[src/design/sida_pkg.sv]
`timescale 1ns / 1ps

package sida_pkg;

    localparam int VALUE_WIDTH = 32;
    localparam int INPUT_WIDTH = 32;
    localparam int MAG_WIDTH   = VALUE_WIDTH;
    localparam int CHAR_WIDTH  = 8;
    localparam int DIGIT_W     = 4;

    // Decimal digits in the largest magnitude, 2^(VALUE_WIDTH-1).
    function automatic int digit_count();
        longint unsigned p;
        longint unsigned top;
        int n;
        p   = 1;
        top = 64'd1 << (VALUE_WIDTH - 1);
        n   = 1;
        for (int i = 0; i < 20; i++) begin
            if (p * 10 <= top) begin
                p = p * 10;
                n = n + 1;
            end
        end
        return n;
    endfunction

    localparam int MAX_DIGITS = digit_count();
    localparam int DCOUNT_W   = $clog2(MAX_DIGITS + 1);
    localparam int DIDX_W     = $clog2(MAX_DIGITS);

    // floor(x / 10) = (x * RECIP) >> RECIP_SHIFT for every x below 2^32.
    localparam int                  RECIP_W     = 32;
    localparam logic [RECIP_W-1:0]  RECIP       = 32'hCCCC_CCCD;
    localparam int                  RECIP_SHIFT = 35;

    localparam logic [DIGIT_W-1:0]    DIGIT_BASE = 4'd10;
    localparam logic [CHAR_WIDTH-1:0] CHAR_ZERO  = 8'd48;
    localparam logic [CHAR_WIDTH-1:0] CHAR_MINUS = 8'd45;

    typedef struct packed {
        logic                 neg;
        logic [MAG_WIDTH-1:0] mag;
    } job_t;

endpackage

[src/design/sida_queue.sv]
`timescale 1ns / 1ps

module sida_queue (
    input  logic           clk,
    input  logic           rst_n,
    input  logic           in_valid,
    output logic           in_ready,
    input  sida_pkg::job_t in_job,
    output logic           out_valid,
    input  logic           out_ready,
    output sida_pkg::job_t out_job
);

    sida_pkg::job_t mem [2];
    logic       wr_ptr_reg, wr_ptr_next;
    logic       rd_ptr_reg, rd_ptr_next;
    logic [1:0] count_reg, count_next;
    logic       push, pop;

    assign in_ready  = (count_reg != 2'd2);
    assign out_valid = (count_reg != 2'd0);
    assign out_job   = mem[rd_ptr_reg];
    assign push      = in_valid && in_ready;
    assign pop       = out_valid && out_ready;

    always_comb
    begin
        wr_ptr_next = push ? ~wr_ptr_reg : wr_ptr_reg;
        rd_ptr_next = pop ? ~rd_ptr_reg : rd_ptr_reg;
        count_next  = count_reg;
        if (push && !pop)
        begin
            count_next = count_reg + 2'd1;
        end
        else if (pop && !push)
        begin
            count_next = count_reg - 2'd1;
        end
    end

    always_ff @(posedge clk or negedge rst_n)
    begin
        if (!rst_n)
        begin
            wr_ptr_reg <= 1'b0;
            rd_ptr_reg <= 1'b0;
            count_reg  <= 2'd0;
        end
        else
        begin
            wr_ptr_reg <= wr_ptr_next;
            rd_ptr_reg <= rd_ptr_next;
            count_reg  <= count_next;
        end
    end

    always_ff @(posedge clk)
    begin
        if (push)
        begin
            mem[wr_ptr_reg] <= in_job;
        end
    end

endmodule

[config.mk]
export PLATFORM = sky130hd
export DESIGN_NAME = sida_queue
export DESIGN_NICKNAME = d
export VERILOG_FILES = /design/src/design/sida_pkg.sv /design/src/design/sida_queue.sv
export SDC_FILE = /design/constraint.sdc
export NUM_CORES = 1
export LEC_CHECK = 0
export BUFFER_PORTS_ARGS = -buffer_cell sky130_fd_sc_hd__buf_2
export CORE_MARGIN = 8
export CORE_UTILIZATION = 35
export CTS_CLUSTER_DIAMETER = 150
export DETAILED_ROUTE_END_ITERATION = 8
export SLEW_MARGIN = 20
export SYNTH_ARGS = -nofsm -noshare
export SYNTH_HDL_FRONTEND = slang
export SYNTH_SLANG_ARGS = --single-unit
[constraint.sdc]
create_clock -name clk -period 3.4 [get_ports clk]
set_clock_uncertainty 0.05 [all_clocks]
set_input_delay 0.34 -clock clk [delete_from_list [all_inputs] [get_ports clk]]
set_output_delay 0.34 -clock clk [all_outputs]
set_load 0.03 [all_outputs]
==> results.sh, run 1 <==
export IMPL_status="finished clean"
export IMPL_grt_setup_unrepaired="false"
export IMPL_hold_start="in_job[4]"
export IMPL_fin_util_pct=43.8
export IMPL_grt_max_degree=34
export IMPL_hold_end="mem[0][4]"
export IMPL_core_um2=7650
export IMPL_max_freq_mhz=419
export IMPL_leakage_uw=0.00134
export IMPL_reg2reg_from="count_reg[0]"
export IMPL_cp_slowest_stage_delay_ps=690
export IMPL_rr_endpoint="mem[0][28]"
export IMPL_ys_ff_latch=70
export IMPL_seq_area_frac_synth_pct=76.3
export IMPL_h_tree_depth=3
export IMPL_cp_end_kind="primary output"
export IMPL_fin_crit_ps=2390
export IMPL_max_clock_path_buffers=2
export IMPL_cts_sinks=70
export IMPL_clockRootBuffer="clkbuf_8"
export IMPL_place_inst=292
export IMPL_slew_headroom_pct=33.2
export IMPL_initial_utilization_pct=35.7
export IMPL_setup_ws_ps=1010
export IMPL_fp_dieH_um=104
export IMPL_worstPathRequired_ps=3010
export IMPL_num_rows=32
export IMPL_grt_use_total_pct=8.81
export IMPL_whs_path_depth=1
export IMPL_start_kind="flop"
export IMPL_critPathKind="reg2out"
export IMPL_synth_cells=121
export IMPL_drc_errors=0
export IMPL_io_buffers=71
export IMPL_setup_violations=0
export IMPL_wirelength_um=4630
export IMPL_io_pins=72
export IMPL_rrSetupSlack_ps=1470
export IMPL_cp_arrival_ps=2000
export IMPL_clock_latency_ps=330
export IMPL_antenna_left=0
export IMPL_syn_area_um2=2730
export IMPL_finalSetupTns_ps=0
export IMPL_largest_reg_flops=66
export IMPL_cp_max_fo=18
export IMPL_cts_made_buffers=9
export IMPL_cts_reportedPaths_clkPinSlew_ps=80
export IMPL_grt_pass1_vias=1509
export IMPL_maxCapViolCount=0
export IMPL_grt_first_pass_wirelength_um=7370
export IMPL_place_hpwl_um=3180
export IMPL_diodes=0
export IMPL_die_x_um=104
export IMPL_antenna_found_initial=0
export IMPL_viasPerCell=4.41
export IMPL_vdd_drop_max_uv=641
export IMPL_syn_avg_cell_area_um2=22.5
export IMPL_areaGrowthSynthToFinish_pct=22.8
export IMPL_slowest_stage="dfrtp_2"
export IMPL_first_pass_iters=4
export IMPL_worst_pin_slew_ps=1000
export IMPL_worstPathCellList="buf_4 > mux2_2 > buf_2"
export IMPL_postCtsSetupRepairBufs=0
export IMPL_p_per_area_nw_per_um2=909
export IMPL_grt_overflow=0
export IMPL_gp_congestion=0.637
export IMPL_final_cells=309
export IMPL_drtIter0Drc=48
export IMPL_syn_nets=159
export IMPL_drv_slew=0
export IMPL_hold_viol_final=0
export IMPL_wl_per_cell_um=15.0
export IMPL_r2r_cells=3
export IMPL_ys_warn_count=0
export IMPL_place_ws_ps=1320
export IMPL_dieArea_um2=10900
export IMPL_cts_tree="done"
export IMPL_synth_cell_types=15
export IMPL_hold_class="in2reg"
export IMPL_fin_nets=240
export IMPL_vias=1363
export IMPL_drive_gt1_share_pct=58.9
export IMPL_fin_crit_sh_pct=70.2
## report_power, final
| part | switching [uW] | internal [uW] | leakage, uW | total (uW) |
|---|---|---|---|---|
| registers | 108 | 1190 | 0.000659 | 1290 |
| logic | 714 | 488 | 0.000600 | 1200 |
| clock network | 294 | 258 | 0.0000801 | 551 |
| total | 1120 | 1930 | 0.00134 | 3050 |
## cell usage in the layout, fill, tap and decap left out, types with 2 or more instances in the layout
cell         n
xnor2_1      3
clkinv_2     2
xor2_1       2
clkinv_1     2
edfxtp_1    66
mux2_2       4
nand2_1      2
buf_2       71
clkbuf_8     9
clkinvlp_4   2
mux2_4      29
dfrtp_1      3
## worst max-delay path, delay by kind of cell (launching register included)
family   cells  cell delay [ps]
flops        1              690
buf+inv      2              590
mux          1              370
## cell usage after synthesis (all sizes together)
master	count	area share, %
and3	1	0.23
buf	4	2.6
dfrtp	4	3.7
edfxtp	66	73
ha	1	0.46
inv	1	0.14
mux2	33	18
nand2	2	0.28
nand2b	1	0.23
nor2	2	0.28
or2	1	0.23
xnor2	3	0.96
xor2	2	0.64
## layer usage
layer	vias to the layer above	global-route usage (%)	routed length (um)
met2	61	13.0	2120
met4	0	4.65	93
met1	661	10.0	1960
li1	630	-	-
met5	-	0	0
met3	11	4.77	460
## per-stage QoR
step / power [uW] / cell area, um^2 / hold WS [ps]
final: 3050 / 3350 / 145
after global routing: 3210 / 3350 / 125
after CTS: 3100 / 3350 / 126
after detailed placement: 2540 / 3180 / 101
after global placement: 2530 / 3180 / 105
after floorplan: 2300 / 2730 / -5.59
## how the worst max path moves through the flow
stage,startpoint,to,slack [ps],depth (start not counted)
after detailed placement,rd_ptr_reg,out_job[30],1320,3
after global routing,rd_ptr_reg,out_job[30],890,3
after floorplan,count_reg[0],mem[0][0],640,3
after global placement,rd_ptr_reg,out_job[30],1330,3
final,rd_ptr_reg,out_job[30],1010,3
after CTS,rd_ptr_reg,out_job[30],950,3
## logic make-up after synthesis
kind of cell  after synthesis  synth area share, %
xor+xnor                    5                 1.61
fa+ha+maj                   1                0.459
buf+inv                     5                 2.75
flops                      70                 76.3
mux                        33                 17.6
simple gates                7                 1.24
## what timing repair did
action,CTS,global route
endpoints found under the hold margin,4,0
resized for setup,0,0
hold buffers,1,0
## cell type report
cell class / count / area (um^2)
clock inverters: 7 / 41.3
fillers: 702 / 4300
flip-flops and latches: 70 / 2080
clock buffers: 9 / 124
well taps: 102 / 128
inverters: 1 / 3.75
multi-input cells: 46 / 578
repair buffers: 74 / 393
(Power assumes the default switching activity.)
==> run 2, diff against run 1 <==
==> constraint.sdc (replaced) <==
create_clock -name clk -period 2.3 [get_ports clk]
set_clock_uncertainty 0.05 [all_clocks]
set_input_delay 0.23 -clock clk [delete_from_list [all_inputs] [get_ports clk]]
set_output_delay 0.23 -clock clk [all_outputs]
set_load 0.03 [all_outputs]
==> run 2 against run 1 <==
  * First-iteration DRC count down 38%
  * Sequential power increased by 43%
  * Largest power group is now combinational logic
  * Critical path type unchanged
  * Combinational power up 58%
  * Largest cell class unchanged
  * Worst setup slack got worse by 570 ps
  * Utilization rose by 0.066 points
  * Register-to-register slack lost 770 ps
  * Worst hold slack lost 110 ps
  * Via count fell by 1.9%
  * Flip-flop and latch count stayed put
==> results.sh, run 2 (same netlist as run 1, synthesis figures left out) <==
export IMPL_core_um2=7650
export IMPL_num_rows=32
export IMPL_initial_utilization_pct=35.7
export IMPL_clockRootBuffer="clkbuf_8"
export IMPL_cp_max_fo=21
export IMPL_slew_headroom_pct=74.9
export IMPL_cts_hold_buf=1
export IMPL_cp_end_kind="primary output"
export IMPL_largest_reg_flops=66
export IMPL_drv_slew=0
export IMPL_cts_tree="done"
export IMPL_rr_endpoint="mem[1][26]"
export IMPL_final_common_cell="buf_2"
export IMPL_mostFrequentLayoutCells="71 x buf_2, 66 x edfxtp_1, 29 x mux2_4"
export IMPL_status="finished clean"
export IMPL_critPathKind="reg2out"
export IMPL_dieArea_um2=10900
export IMPL_rrSetupSlack_ps=700
export IMPL_place_inst=295
export IMPL_cts_reportedPaths_clkPinSlew_ps=70
export IMPL_setup_ws_ps=439
export IMPL_die_x_um=104
export IMPL_fin_nets=243
export IMPL_start_kind="flop"
export IMPL_ctsResizeCount=0
export IMPL_worst_pin_slew_ps=377
export IMPL_gp_congestion=0.678
export IMPL_clock_latency_ps=320
export IMPL_antenna_found_initial=0
export IMPL_drc_errors=0
export IMPL_io_buffers=71
export IMPL_cts_sinks=70
export IMPL_place_ws_ps=671
export IMPL_hold_end="mem[0][4]"
export IMPL_reg2reg_from="count_reg[0]"
export IMPL_postPlaceCellArea_um2=3200
export IMPL_antenna_left=0
export IMPL_maxCapViolCount=0
export IMPL_leakage_uw=0.00135
export IMPL_fp_dieH_um=104
export IMPL_cts_made_buffers=9
export IMPL_grt_first_pass_wirelength_um=7960
export IMPL_final_cell_area_um2=3360
export IMPL_h_tree_depth=3
export IMPL_cp_arrival_ps=1580
export IMPL_wirelength_um=4840
export IMPL_wl_per_cell_um=15.6
export IMPL_grt_pass1_vias=1516
export IMPL_fin_crit_ps=1860
export IMPL_final_cells=311
export IMPL_whs_ps=37.9
export IMPL_max_clock_path_buffers=2
export IMPL_grt_max_degree=26
export IMPL_p_per_area_nw_per_um2=1340
export IMPL_worstPathRequired_ps=2020
export IMPL_areaGrowthSynthToFinish_pct=23.0
export IMPL_fin_crit_sh_pct=80.9
export IMPL_first_pass_iters=4
export IMPL_diodes=0
export IMPL_finalSetupTns_ps=0
export IMPL_viasPerCell=4.30
export IMPL_vias=1337
export IMPL_grt_setup_unrepaired="false"
export IMPL_setup_violations=0
export IMPL_io_pins=72
export IMPL_hold_start="in_job[4]"
export IMPL_drive_gt1_share_pct=57.9
export IMPL_vdd_drop_max_uv=634
export IMPL_hold_viol_final=0
export IMPL_drtIter0Drc=30
export IMPL_grt_use_total_pct=9.42
export IMPL_whs_path_depth=1
export IMPL_postCtsSetupRepairBufs=0
export IMPL_grt_overflow=0
export IMPL_r2r_cells=3
export IMPL_hold_class="in2reg"
export IMPL_place_hpwl_um=3400
export IMPL_max_freq_mhz=537
-- run 2: area by class of cell --
type / instances / area [um^2]
Clock buffer: 11 / 131
Clock inverter: 4 / 15.0
Fill cell: 687 / 4290
Inverter: 1 / 3.75
Multi-Input combinational cell: 46 / 579
Sequential cell: 70 / 2080
Tap cell: 102 / 128
Timing Repair Buffer: 77 / 415
-- run 2: routing by layer --
| metal | share of wire, % | vias up | global-route usage (%) |
|---|---|---|---|
| met1 | 45 | 642 | 11.5 |
| met2 | 45 | 52 | 13.6 |
| met5 | 0 | - | 0 |
| met4 | 1.1 | 0 | 4.34 |
| li1 | - | 636 | - |
| met3 | 8.2 | 7 | 4.65 |
-- run 2: worst max-delay path: stages, from the launching register on --
cell and delay [ps]:
dfrtp_2 350, buf_4 340, mux2_2 380, buf_2 180
-- run 2: how the worst max path moves through the flow --
stage                        endpoint  slack [ps]         start
final                     out_job[25]         440    rd_ptr_reg
after detailed placement    mem[1][4]         670  count_reg[0]
after floorplan             mem[0][0]          80  count_reg[0]
after global placement      mem[1][4]         720  count_reg[0]
after global routing      out_job[25]         340    rd_ptr_reg
after CTS                 out_job[25]         390    rd_ptr_reg
-- run 2: through the flow --
stage               total power [uW]  utilization, %
global placement                3770            41.8
floorplan                       3390               -
finish                          4500            43.9
detailed placement              3800            41.8
global route                    4750            43.9
CTS                             4580            43.9
-- run 2: power breakdown --
| group | total (uW) | switching (uW) | internal, uW |
|---|---|---|---|
| registers | 1840 | 90.4 | 1750 |
| logic | 1890 | 1140 | 749 |
| clock network | 767 | 396 | 371 |
