File: src/design/sida_pkg.sv
`timescale 1ns / 1ps

package sida_pkg;

    localparam int VALUE_WIDTH = 32;
    localparam int INPUT_WIDTH = 32;
    localparam int MAG_WIDTH   = VALUE_WIDTH;
    localparam int CHAR_WIDTH  = 8;
    localparam int DIGIT_W     = 4;

    // Decimal digits in the largest magnitude, 2^(VALUE_WIDTH-1).
    function automatic int digit_count();
        longint unsigned p;
        longint unsigned top;
        int n;
        p   = 1;
        top = 64'd1 << (VALUE_WIDTH - 1);
        n   = 1;
        for (int i = 0; i < 20; i++) begin
            if (p * 10 <= top) begin
                p = p * 10;
                n = n + 1;
            end
        end
        return n;
    endfunction

    localparam int MAX_DIGITS = digit_count();
    localparam int DCOUNT_W   = $clog2(MAX_DIGITS + 1);
    localparam int DIDX_W     = $clog2(MAX_DIGITS);

    // floor(x / 10) = (x * RECIP) >> RECIP_SHIFT for every x below 2^32.
    localparam int                  RECIP_W     = 32;
    localparam logic [RECIP_W-1:0]  RECIP       = 32'hCCCC_CCCD;
    localparam int                  RECIP_SHIFT = 35;

    localparam logic [DIGIT_W-1:0]    DIGIT_BASE = 4'd10;
    localparam logic [CHAR_WIDTH-1:0] CHAR_ZERO  = 8'd48;
    localparam logic [CHAR_WIDTH-1:0] CHAR_MINUS = 8'd45;

    typedef struct packed {
        logic                 neg;
        logic [MAG_WIDTH-1:0] mag;
    } job_t;

endpackage

File: src/design/sida_value_if.sv
`timescale 1ns / 1ps

interface sida_value_if;
    logic                                   valid;
    logic                                   ready;
    logic signed [sida_pkg::INPUT_WIDTH-1:0] value;

    modport source (output valid, output value, input ready);
    modport sink   (input valid, input value, output ready);
endinterface

File: src/design/sida_front.sv
`timescale 1ns / 1ps

module sida_front (
    sida_value_if.sink            num,
    output logic                  push_valid,
    input  logic                  push_ready,
    output sida_pkg::job_t        push_job
);

    logic [sida_pkg::VALUE_WIDTH-1:0] raw;

    // Only the low VALUE_WIDTH bits count; the most negative value negates to itself,
    // which read unsigned is its true magnitude.
    assign raw          = num.value[sida_pkg::VALUE_WIDTH-1:0];
    assign push_job.neg = raw[sida_pkg::VALUE_WIDTH-1];
    assign push_job.mag = raw[sida_pkg::VALUE_WIDTH-1] ? (~raw + 1'b1) : raw;
    assign push_valid   = num.valid;
    assign num.ready    = push_ready;

endmodule

File: src/flat_wrapper.sv
// flat-port wrapper written by rule: the top's interface ports become plain ports
module sida_front_flat 
  (push_valid, push_ready, push_job, num_valid, num_value, num_ready);
  sida_value_if num_i ();
  output logic push_valid;
  input  logic push_ready;
  output sida_pkg::job_t push_job;
  input wire logic [$bits(num_i.valid)-1:0] num_valid;
  input wire logic [$bits(num_i.value)-1:0] num_value;
  output wire logic [$bits(num_i.ready)-1:0] num_ready;
  assign num_i.valid = num_valid;
  assign num_i.value = num_value;
  assign num_ready = num_i.ready;
  sida_front u_core (.num(num_i), .push_valid(push_valid), .push_ready(push_ready), .push_job(push_job));
endmodule
File: config.mk
export PLATFORM = sky130hd
export DESIGN_NAME = sida_front_flat
export DESIGN_NICKNAME = d
export VERILOG_FILES = /design/src/design/sida_pkg.sv /design/src/design/sida_value_if.sv /design/src/design/sida_front.sv /design/src/flat_wrapper.sv
export SDC_FILE = /design/constraint.sdc
export NUM_CORES = 1
export LEC_CHECK = 0
export ABC_AREA = 1
export BUFFER_PORTS_ARGS = -buffer_cell sky130_fd_sc_hd__buf_2
export CORE_ASPECT_RATIO = 1.25
export CORE_MARGIN = 3
export CORE_UTILIZATION = 37
export DETAILED_ROUTE_END_ITERATION = 8
export PLACE_DENSITY = 0.8
export SETUP_SLACK_MARGIN = 0.02
export SYNTH_ARGS = -nofsm -noshare
export SYNTH_HDL_FRONTEND = slang
export SYNTH_SLANG_ARGS = --single-unit
export TNS_END_PERCENT = 100
File: constraint.sdc
create_clock -name vclk -period 1.75
set_input_delay 0.0875 -clock vclk [all_inputs]
set_output_delay 0.0875 -clock vclk [all_outputs]
set_load 0.01 [all_outputs]
==> results of run 1 <==
[cell usage in the layout (no fill, tap or decap), drive strengths merged, types with 2 or more instances in the layout]
cell / instances
buf: 66
inv: 22
nand2: 101
nand3: 15
nand3b: 2
nor2: 53
o21ai: 6
xnor2: 10
xor2: 4
[report_power, final]
group / total [mW] / switching (mW) / leakage, nW / internal (mW)
sequential: 0 / 0 / 0 / 0
combinational: 0.327 / 0.192 / 0.771 / 0.135
clock: 0 / 0 / 0 / 0
total: 0.327 / 0.192 / 0.771 / 0.135
[critical path: stages]
cell and delay, ps:
buf_2 100, inv_1 80, ha_1 170, nand2_1 120
nor2_2 220, nand2_1 100, nand2_2 110, nand2_1 60
nand2_1 50, nand2_1 40, buf_2 130
[metal layers]
| layer | track usage, % | wire length [um] | share of wire (%) | up-vias |
|---|---|---|---|---|
| met5 | 0 | 0 | 0 | - |
| met4 | 2.88 | 17 | 0.57 | 0 |
| met3 | 0.932 | 163 | 5.5 | 2 |
| met2 | 34.6 | 1460 | 49 | 51 |
| met1 | 21.5 | 1330 | 45 | 598 |
| li1 | - | - | - | 797 |
[synthesized netlist by cell type]
cell,n
nand3_1,15
nand2_2,4
nand3b_1,2
xor2_1,4
o21ai_0,6
a21oi_1,1
clkbuf_1,1
ha_1,1
xnor2_1,10
inv_1,22
nand4_1,1
nor2_4,2
buf_4,4
nand2_1,97
nor2_2,3
nor3_1,1
buf_2,2
nor2_1,48
[stage by stage]
| step | util (%) | std cells |
|---|---|---|
| floorplan | - | 224 |
| global placement | 53.0 | 316 |
| detailed placement | 53.0 | 316 |
| CTS | 53.0 | 316 |
| global route | 53.0 | 316 |
| finish | 53.0 | 316 |
[area by class of cell]
type                       instances  area, um2  area share, %
multi-input combinational        195        882           65.9
tap                               33       41.3           3.08
inverter                          22       82.6           6.17
timing repair buffer              66        333           24.9
[cells by family after synthesis]
family          after synthesis  synth area share, %
compound gates                7                 3.47
buf+inv                      29                 12.5
simple gates                173                 70.6
xor+xnor                     14                 12.2
fa+ha+maj                     1                 1.24
[final timing paths]
kind                startpoint  cells past startpoint      endpoint  slack [ps]
setup / recovery  num_value[0]                     11  push_job[20]         400
hold / removal       num_valid                      0    push_valid         180
==> metrics.md, run 1 <==
| Metric | Value |
|---|---|
| Core area | 2530 um2 |
| Tot Pwr | 0.327 mW |
| Worst Path Required | 1660 ps |
| Hold Path Class | input port to output pin |
| Max-slew headroom | 80.6% |
| Routed len/inst | 9.41 um |
| Worst Tran Pin Value | 291 ps |
| Startpoint Class | input port |
| Syn_area_per_cell | 4.50 um2 |
| Main area contributors after synthesis | nand2_1, nor2_1, xnor2_1, inv_1, nand3_1 |
| Final worst slack | 402 ps |
| Vias per cell | 4.58 |
| PwrDens | 244 nW/um2 |
| FP Rows | 20 |
| Setup CP Type | input port to output pin |
| Synth warn | 0 |
| Die height | 64.4 um |
| Mapped Nets | 259 |
| WHS | 175 ps |
| Worst EP arrival | 1260 ps |
| PostCTS Resize Cnt | 0 |
| Detailed Route WL | 2970 um |
| Layout area overhead | 32.8% |
| Max Slew Vio Count | 0 |
| Sequential fraction of the synthesis area | 0% |
| Period utilization | 77.1% |
| Pin count of the biggest net entering global routing | 19 |
| Diodes inserted | 0 |
| Setup TNS | 0 ps |
| Netlist Area Pre-Place | 1010 um2 |
| Pre-CTS WS | 405 ps |
| Worst vdd ir | 0.114 mV |
| Synth top area share | 36.1% |
| Number of remaining DRC errors | 0 |
| Max Fclk | 0.742 GHz |
| Starting Density | 39.9% |
| Initial antenna violation count | 0 |
| Leak | 0.771 nW |
| Max cap viols | 0 |
| Minimum clock period | 1350 ps |
| Final Hold Vio Count | 0 |
| Router iterations before antenna repair | 4 |
| Via Count | 1448 |
| First-pass GRT wire length | 5140 um |
| RSZ-0062 raised after global routing | false |
| Sequential cells | 0 |
| Run status | finished, final reports clean |
| Worst Setup End Kind | output pin |
| Endpoints failing setup | 0 |
| Synth Instances | 224 |
| Port-buffer cells | 65 |
| Num ports | 69 |
| Area after DPL | 1340 um2 |
| Final nets | 320 |
| Die W | 52.7 um |
| Initial drt markers | 26 |
| Tot GR Track Use | 18.1% |
| Fillers | 305 |
| GPL Wtd Cong | 0.881 |
| Yosys cell types | 18 |
| DP HPWL | 2640 um |
| Share of layout cells above drive strength 1 | 26.5% |
| Total overflow reported by the global router | 0 |
| Vias in the first global route | 1369 |
| CP max FO | 5 |
| Final Instance Area | 1340 um2 |
| Post-CTS setup buffer count | 0 |
| Die area | 3390 um2 |
| Hold_buf cts | 0 |
| Synth area leader | nand2_1 |
| Area occupied by registers | 0 um2 |
| Clkbuf count | 0 |
| Final ANT Viol Nets | 0 |
Note: power is estimated with default switching activity, not from simulation.
==> run 2, diff against run 1 <==
- ABC_AREA: 1 -> 0
- CORE_UTILIZATION: 37 -> 36
- PLACE_DENSITY: 0.8 -> 0.88
- clock period: 1.75 -> 1.15 ns (I/O delays scaled with it)
==> metrics.md, run 2 <==
| Metric | Value |
|---|---|
| Stop err | [ERROR DPL-0038] Utilization greater than 100%, impossible to legalize |
| Post-synth top cells | xnor2_1, nand2_1, o21ai_0, o31ai_1, o41ai_1 |
| Syn_area_per_cell | 7.38 um2 (+64%) |
| Num ports | 69 (unchanged) |
| GPL Wtd Cong | 0.817 (-7.2%) |
| PostCTS Resize Cnt | 64 (+64) |
| Synth top area share | 33.7% (-2.4 points) |
| Hold_buf cts | 0 (unchanged) |
| Port-buffer cells | 65 (unchanged) |
| Netlist Area Pre-Place | 753 um2 (-25%) |
| Pre-CTS WS | -640 ps (-1050 ps) |
| Starting Density | 40.2% (+0.34 points) |
| Synth Instances | 102 (-54%) |
| Synth area leader | xnor2_1 |
| Yosys cell types | 28 (+10) |
| Run status | aborted with a tool error |
| Die height | 57.1 um (-11%) |
| Die W | 46.9 um (-11%) |
| Post-CTS setup buffer count | 11 (+11) |
| Sequential fraction of the synthesis area | 0% (unchanged) |
| FP Rows | 17 (-15%) |
| Fail Step | clock tree synthesis |
| Cell count after placement | 218 (-31%) |
| Area after DPL | 1460 um2 (+9.0%) |
| Synth warn | 0 (unchanged) |
| Mapped Nets | 137 (-47%) |
| Main area contributors after synthesis | xnor2_1, o31ai_1, o41ai_1, o21ai_0, nand2_1 |
| DP HPWL | 2510 um (-4.9%) |
| Count leader, synth | xnor2_1 |
[run 2: cell count changes after synthesis, sizes merged, moves of 4 or more]
cell,previous run,this run
xnor2,10,29
nor2,53,5
or3,0,4
o41ai,0,8
nand3,15,2
nand2,101,9
inv,22,3
xor2,4,0
o31ai,0,9
[run 2: cell families after synthesis]
kind of cell / after synthesis / synth area share [%]
and+or+nand+nor: 36 / 32.4
adders and majority gates: 1 / 1.66
AOI/OAI and AO/OA: 26 / 25.2
xor gates and xnor gates: 29 / 33.7
buffers and inverters: 10 / 6.98
[run 2: metrics by stage]
step / TNS (ps) / hold WS [ps] / utilization, %
3_5_place_dp: -9750 / 115 / 77.9
3_3_place_gp: -9120 / 115 / 77.9
2_1_floorplan: -2950 / 140 / -
==> run 3, diff against run 2 <==
- CORE_AREA: not set -> 3 3 64 66
- CORE_ASPECT_RATIO: 1.25 -> not set
- CORE_MARGIN: 3 -> not set
- CORE_UTILIZATION: 36 -> not set
- DIE_AREA: not set -> 0 0 67 69
- PLACE_DENSITY: 0.88 -> not set
- PLACE_DENSITY_LB_ADDON: not set -> 0.15
- SETUP_SLACK_MARGIN: 0.02 -> not set
- clock period: 1.15 -> 1.5 ns (I/O delays scaled with it)
==> metrics.md, run 3 <==
| Metric | Value |
|---|---|
| Max Fclk | 0.561 GHz |
| Final ANT Viol Nets | 0 |
| Layout area overhead | 143% |
| Endpoints failing setup | 12 |
| Final Instance Area | 1830 um2 |
| FP Rows | 22 (+5) |
| Failing checks | negative setup slack |
| Area occupied by registers | 0 um2 |
| Hold Path Class | input port to output pin |
| Top Layer Used | met4 |
| Synth top area share | 33.7% (unchanged) |
| Die height | 69 um (+21%) |
| Worst Path Required | 1420 ps |
| Router iterations before antenna repair | 4 |
| DP HPWL | 2460 um (-2.0%) |
| Max Slew Vio Count | 0 |
| Worst Tran Pin Value | 600 ps |
| Via Count | 1183 |
| Final nets | 244 |
| Max cap viols | 0 |
| Most common cell after layout, fill and taps aside | buf_2 |
| Starting Density | 20.7% (-20 points) |
| Share of layout cells above drive strength 1 | 72.5% |
| Area after DPL | 1420 um2 (-3.0%) |
| Tot Pwr | 0.509 mW |
| Number of remaining DRC errors | 0 |
| Final core utilization | 50.3% |
| Routed wl met3 | 248 um |
| Mapped Nets | 137 (unchanged) |
| Leak | 0.798 nW |
| Vias in the first global route | 1213 |
| First-pass GRT wire length | 5310 um |
| Core area | 3630 um2 |
| Routed len/inst | 13.2 um |
| Post-Route M1 WL | 1340 um |
| Pin count of the biggest net entering global routing | 33 |
| Die W | 67 um (+43%) |
| Worst Setup End Kind | output pin |
| Synth Instances | 102 (unchanged) |
| Minimum clock period | 1780 ps |
| Sequential fraction of the synthesis area | 0% (unchanged) |
| Total overflow reported by the global router | 0 |
| Fillers | 365 |
| Vias per cell | 4.64 |
| CP dominant cell by count | or4_4 |
| Initial drt markers | 24 |
| Yosys cell types | 28 (unchanged) |
| WHS | 150 ps |
| Startpoint Class | input port |
| Die area | 4620 um2 |
| Netlist Area Pre-Place | 753 um2 (unchanged) |
| Initial antenna violation count | 0 |
| Final worst slack | -281 ps |
| CP max stage cell | or4_4 |
| Synth area leader | xnor2_1 |
| Syn_area_per_cell | 7.38 um2 (unchanged) |
| Sequential cells | 0 |
| PwrDens | 278 nW/um2 |
| Clkbuf count | 0 |
| Run status | complete, but fails checks |
| Wire length on met2 | 1750 um |
| Buf/Inv on CP | 2 |
| Num ports | 69 (unchanged) |
| Count leader, synth | xnor2_1 |
| CP max FO | 3 |
| Hold_buf cts | 0 (unchanged) |
| RSZ-0062 raised after global routing | true |
| Diodes inserted | 0 |
| Worst-path cell chain | buf_6, or4_4, nand2b_4, or4_4, nor3b_4, buf_2 |
| Setup CP Type | input port to output pin |
| Main area contributors after synthesis | xnor2_1, o31ai_1, o41ai_1, o21ai_0, nand2_1 |
| Crit-path leading delay family | simple AND/OR/NAND/NOR gates |
| Max incr delay on CP | 550 ps |
| Detailed Route WL | 3360 um |
| Most frequent cells in the layout | buf_2, buf_4, xnor2_1, buf_6 |
| Final Hold Vio Count | 0 |
| Port-buffer cells | 65 (unchanged) |
| Worst EP arrival | 1710 ps |
| Period utilization | 119% |
| Post-synth top cells | xnor2_1, nand2_1, o21ai_0, o31ai_1, o41ai_1 |
| Worst vdd ir | 0.145 mV |
| GPL Wtd Cong | 0.779 (-4.7%) |
| Tot GR Track Use | 13.7% |
| Max-slew headroom | 60.0% |
| Synth warn | 0 (unchanged) |
## run 3: cell counts after synthesis
No cell type changed its count.
## run 3: report_power, final
part / switching [mW] / internal (mW) / leakage, nW
combinational: 0.249 / 0.260 / 0.798
sequential: 0 / 0 / 0
clock: 0 / 0 / 0
## run 3: path summary, 6_finish.rpt
| kind | from | to | cells past startpoint |
|---|---|---|---|
| worst min-delay path | push_ready | num_ready | 0 |
| worst max-delay path | num_value[21] | push_job[31] | 6 |
## run 3: cells by family (layout without fill, tap and decap cells)
kind of cell               Yosys count  in the layout  share of synthesized area [%]
adders and majority gates            1              1                           1.66
xor gates and xnor gates            29             29                           33.7
buffers and inverters               10            115                           6.98
and+or+nand+nor                     36             36                           32.4
AOI/OAI and AO/OA                   26             26                           25.2
## run 3: repair_timing
item | in CTS | in global routing
gates resized for setup | 46 | 26
setup buffers | 4 | 2
pin swaps | 11 | 8
setup endpoints to repair | 23 | 25
## run 3: per-layer routing
metal  up-vias  GRT usage, %
met5         -             0
met2        40          26.4
met1       544          16.0
met4         0         0.901
met3         4          1.79
li1        595             -
## run 3: final cells by class
class | instances | area, um2 | area share [%]
Timing Repair Buffer | 112 | 753 | 41.2
Tap cell | 48 | 60.1 | 3.28
Multi-Input combinational cell | 92 | 1000 | 54.9
Inverter | 3 | 11.3 | 0.616
## run 3: through the flow
| step | std cells | setup TNS (ps) | worst slack [ps] |
|---|---|---|---|
| final | 255 | -1350 | -281 |
| after global routing | 255 | -2610 | -361 |
| after CTS | 253 | -1500 | -281 |
| after detailed placement | 249 | -3690 | -333 |
| after global placement | 249 | -3180 | -293 |
| after floorplan | 102 | -147 | -82.3 |
==> run 4, diff against run 3 <==
==> constraint.sdc (replaced) <==
create_clock -name vclk -period 1.5
set_input_delay 0.15 -clock vclk [all_inputs]
set_output_delay 0.15 -clock vclk [all_outputs]
set_load 0.01 [all_outputs]
==> metrics.md, run 4 (same netlist as run 3, synthesis figures left out) <==
| Metric | Value |
|---|---|
| Run status | complete, but fails checks |
| Failing checks | negative setup slack |
| Worst Setup End Kind | output pin |
| Final worst slack | -423 ps (-142 ps) |
| Final ANT Viol Nets | 0 (unchanged) |
| CP max FO | 3 (unchanged) |
| Final Instance Area | 1950 um2 (+6.6%) |
| Setup CP Type | input port to output pin |
| Sequential cells | 0 (unchanged) |
| RSZ-0062 raised after global routing | true |
| Hold_sp | push_ready |
| FP Rows | 22 (unchanged) |
| Internal | 0.270 mW (+3.9%) |
| Area occupied by registers | 0 um2 (unchanged) |
| Tot GR Track Use | 13.8% (+0.16 points) |
| Switching pwr | 0.256 mW (+2.8%) |
| DP HPWL | 2480 um (+0.92%) |
| Initial antenna violation count | 0 (unchanged) |
| Final nets | 250 (+2.5%) |
| Detailed Route WL | 3370 um (+0.21%) |
| Hold_buf cts | 0 (unchanged) |
| Minimum clock period | 1920 ps (+142 ps) |
| WHS Path Cells | 0 (unchanged) |
| Area after DPL | 1440 um2 (+1.6%) |
| WHS | 300 ps (+150 ps) |
| Clkbuf count | 0 (unchanged) |
| Starting Density | 20.7% (unchanged) |
| Sw frac | 48.6% (-0.26 points) |
| Worst vdd ir | 0.138 mV (-4.9%) |
| Port-buffer cells | 65 (unchanged) |
| Max Slew Vio Count | 0 (unchanged) |
| Final core utilization | 53.7% (+3.3 points) |
| Die area | 4620 um2 (unchanged) |
| Max Fclk | 0.520 GHz (-7.4%) |
| Layout area overhead | 159% |
| First-pass GRT wire length | 5430 um (+2.3%) |
| Core area | 3630 um2 (unchanged) |
| Max cap viols | 0 (unchanged) |
| Number of remaining DRC errors | 0 (unchanged) |
| Startpoint Class | input port |
| Die height | 69 um (unchanged) |
| Vias in the first global route | 1309 (+7.9%) |
| Period utilization | 128% (+9.4 points) |
| Routed len/inst | 12.9 um (-2.1%) |
| Fillers | 346 (-5.2%) |
| Tot Pwr | 0.526 mW (+3.4%) |
| Most frequent cells in the layout | buf_2, buf_4, xnor2_1, buf_6, o31ai_4 |
| Final Hold Vio Count | 0 (unchanged) |
| PwrDens | 270 nW/um2 (-3.1%) |
| Pin count of the biggest net entering global routing | 34 (+3.0%) |
| Endpoints failing setup | 21 (+9) |
| GPL Wtd Cong | 0.707 (-9.3%) |
| Most common cell after layout, fill and taps aside | buf_2 |
| Hold Path Sink | num_ready |
| Share of layout cells above drive strength 1 | 77.0% (+4.5 points) |
| Initial drt markers | 36 (+50%) |
| Hold Path Class | input port to output pin |
| Die W | 67 um (unchanged) |
| Worst EP arrival | 1770 ps (+60 ps) |
| Vias per cell | 4.65 (+0.18%) |
| Pre-CTS WS | -485 ps (-152 ps) |
| Diodes inserted | 0 (unchanged) |
| Max-slew headroom | 55.5% (-4.5 points) |
| Worst Path Required | 1350 ps (-70 ps) |
| Leak | 0.879 nW (+10%) |
| Total overflow reported by the global router | 0 (unchanged) |
| Via Count | 1213 (+2.5%) |
| Router iterations before antenna repair | 4 (unchanged) |
| Sequential share of power | 0% (unchanged) |
| Worst Tran Pin Value | 667 ps (+67.5 ps) |
| Comb power frac | 100.0% (about the same) |
| Num ports | 69 (unchanged) |
| Clock power frac | 0% (unchanged) |
run 4: cell type report:
class	instances	area, um2	area share, %
well taps	48	60.1	3.08
repair buffers	118	803	41.2
multi-input cells	92	1080	55.2
inverters	3	11.3	0.577
run 4: power by group through the flow:
stage	Combinational, mW	Clock [mW]	Sequential [mW]
global placement	0.425	0	0
CTS	0.491	0	0
global route	0.569	0	0
detailed placement	0.430	0	0
floorplan	0.193	0	0
finish	0.526	0	0
run 4: worst max-delay path, cell delays in order:
cell and delay [ps]:
buf_6 90, or4_4 540, nand2b_4 160, or4_4 520, nor3b_4 160, buf_2 150
run 4: through the flow:
step                      TNS [ps]  cells
after floorplan               -817    102
after global placement       -6760    252
after detailed placement     -6890    252
after CTS                    -4800    260
after global routing         -5690    261
final                        -3680    261
run 4: worst max path at each step:
stage	start	slack (ps)	to
6_report	num_value[21]	-420	push_job[31]
5_1_grt	num_value[21]	-460	push_job[31]
4_1_cts	num_value[21]	-420	push_job[31]
3_5_place_dp	num_value[24]	-490	push_job[28]
3_3_place_gp	num_value[24]	-450	push_job[31]
2_1_floorplan	num_value[24]	-230	push_job[31]
run 4: timing repair:
action / 4_1_cts / 5_1_grt
setup buffers: 8 / 1
endpoints found under the setup margin: 25 / 28
endpoints found under the hold margin: 0 / 0
pin swaps: 16 / 16
resized for setup: 44 / 41
run 4: metal layers:
| layer | GRT usage, % | wire, um |
|---|---|---|
| met5 | 0 | 0 |
| met4 | 0.901 | 2 |
| met3 | 0.814 | 208 |
| met2 | 26.6 | 1800 |
| met1 | 16.9 | 1350 |
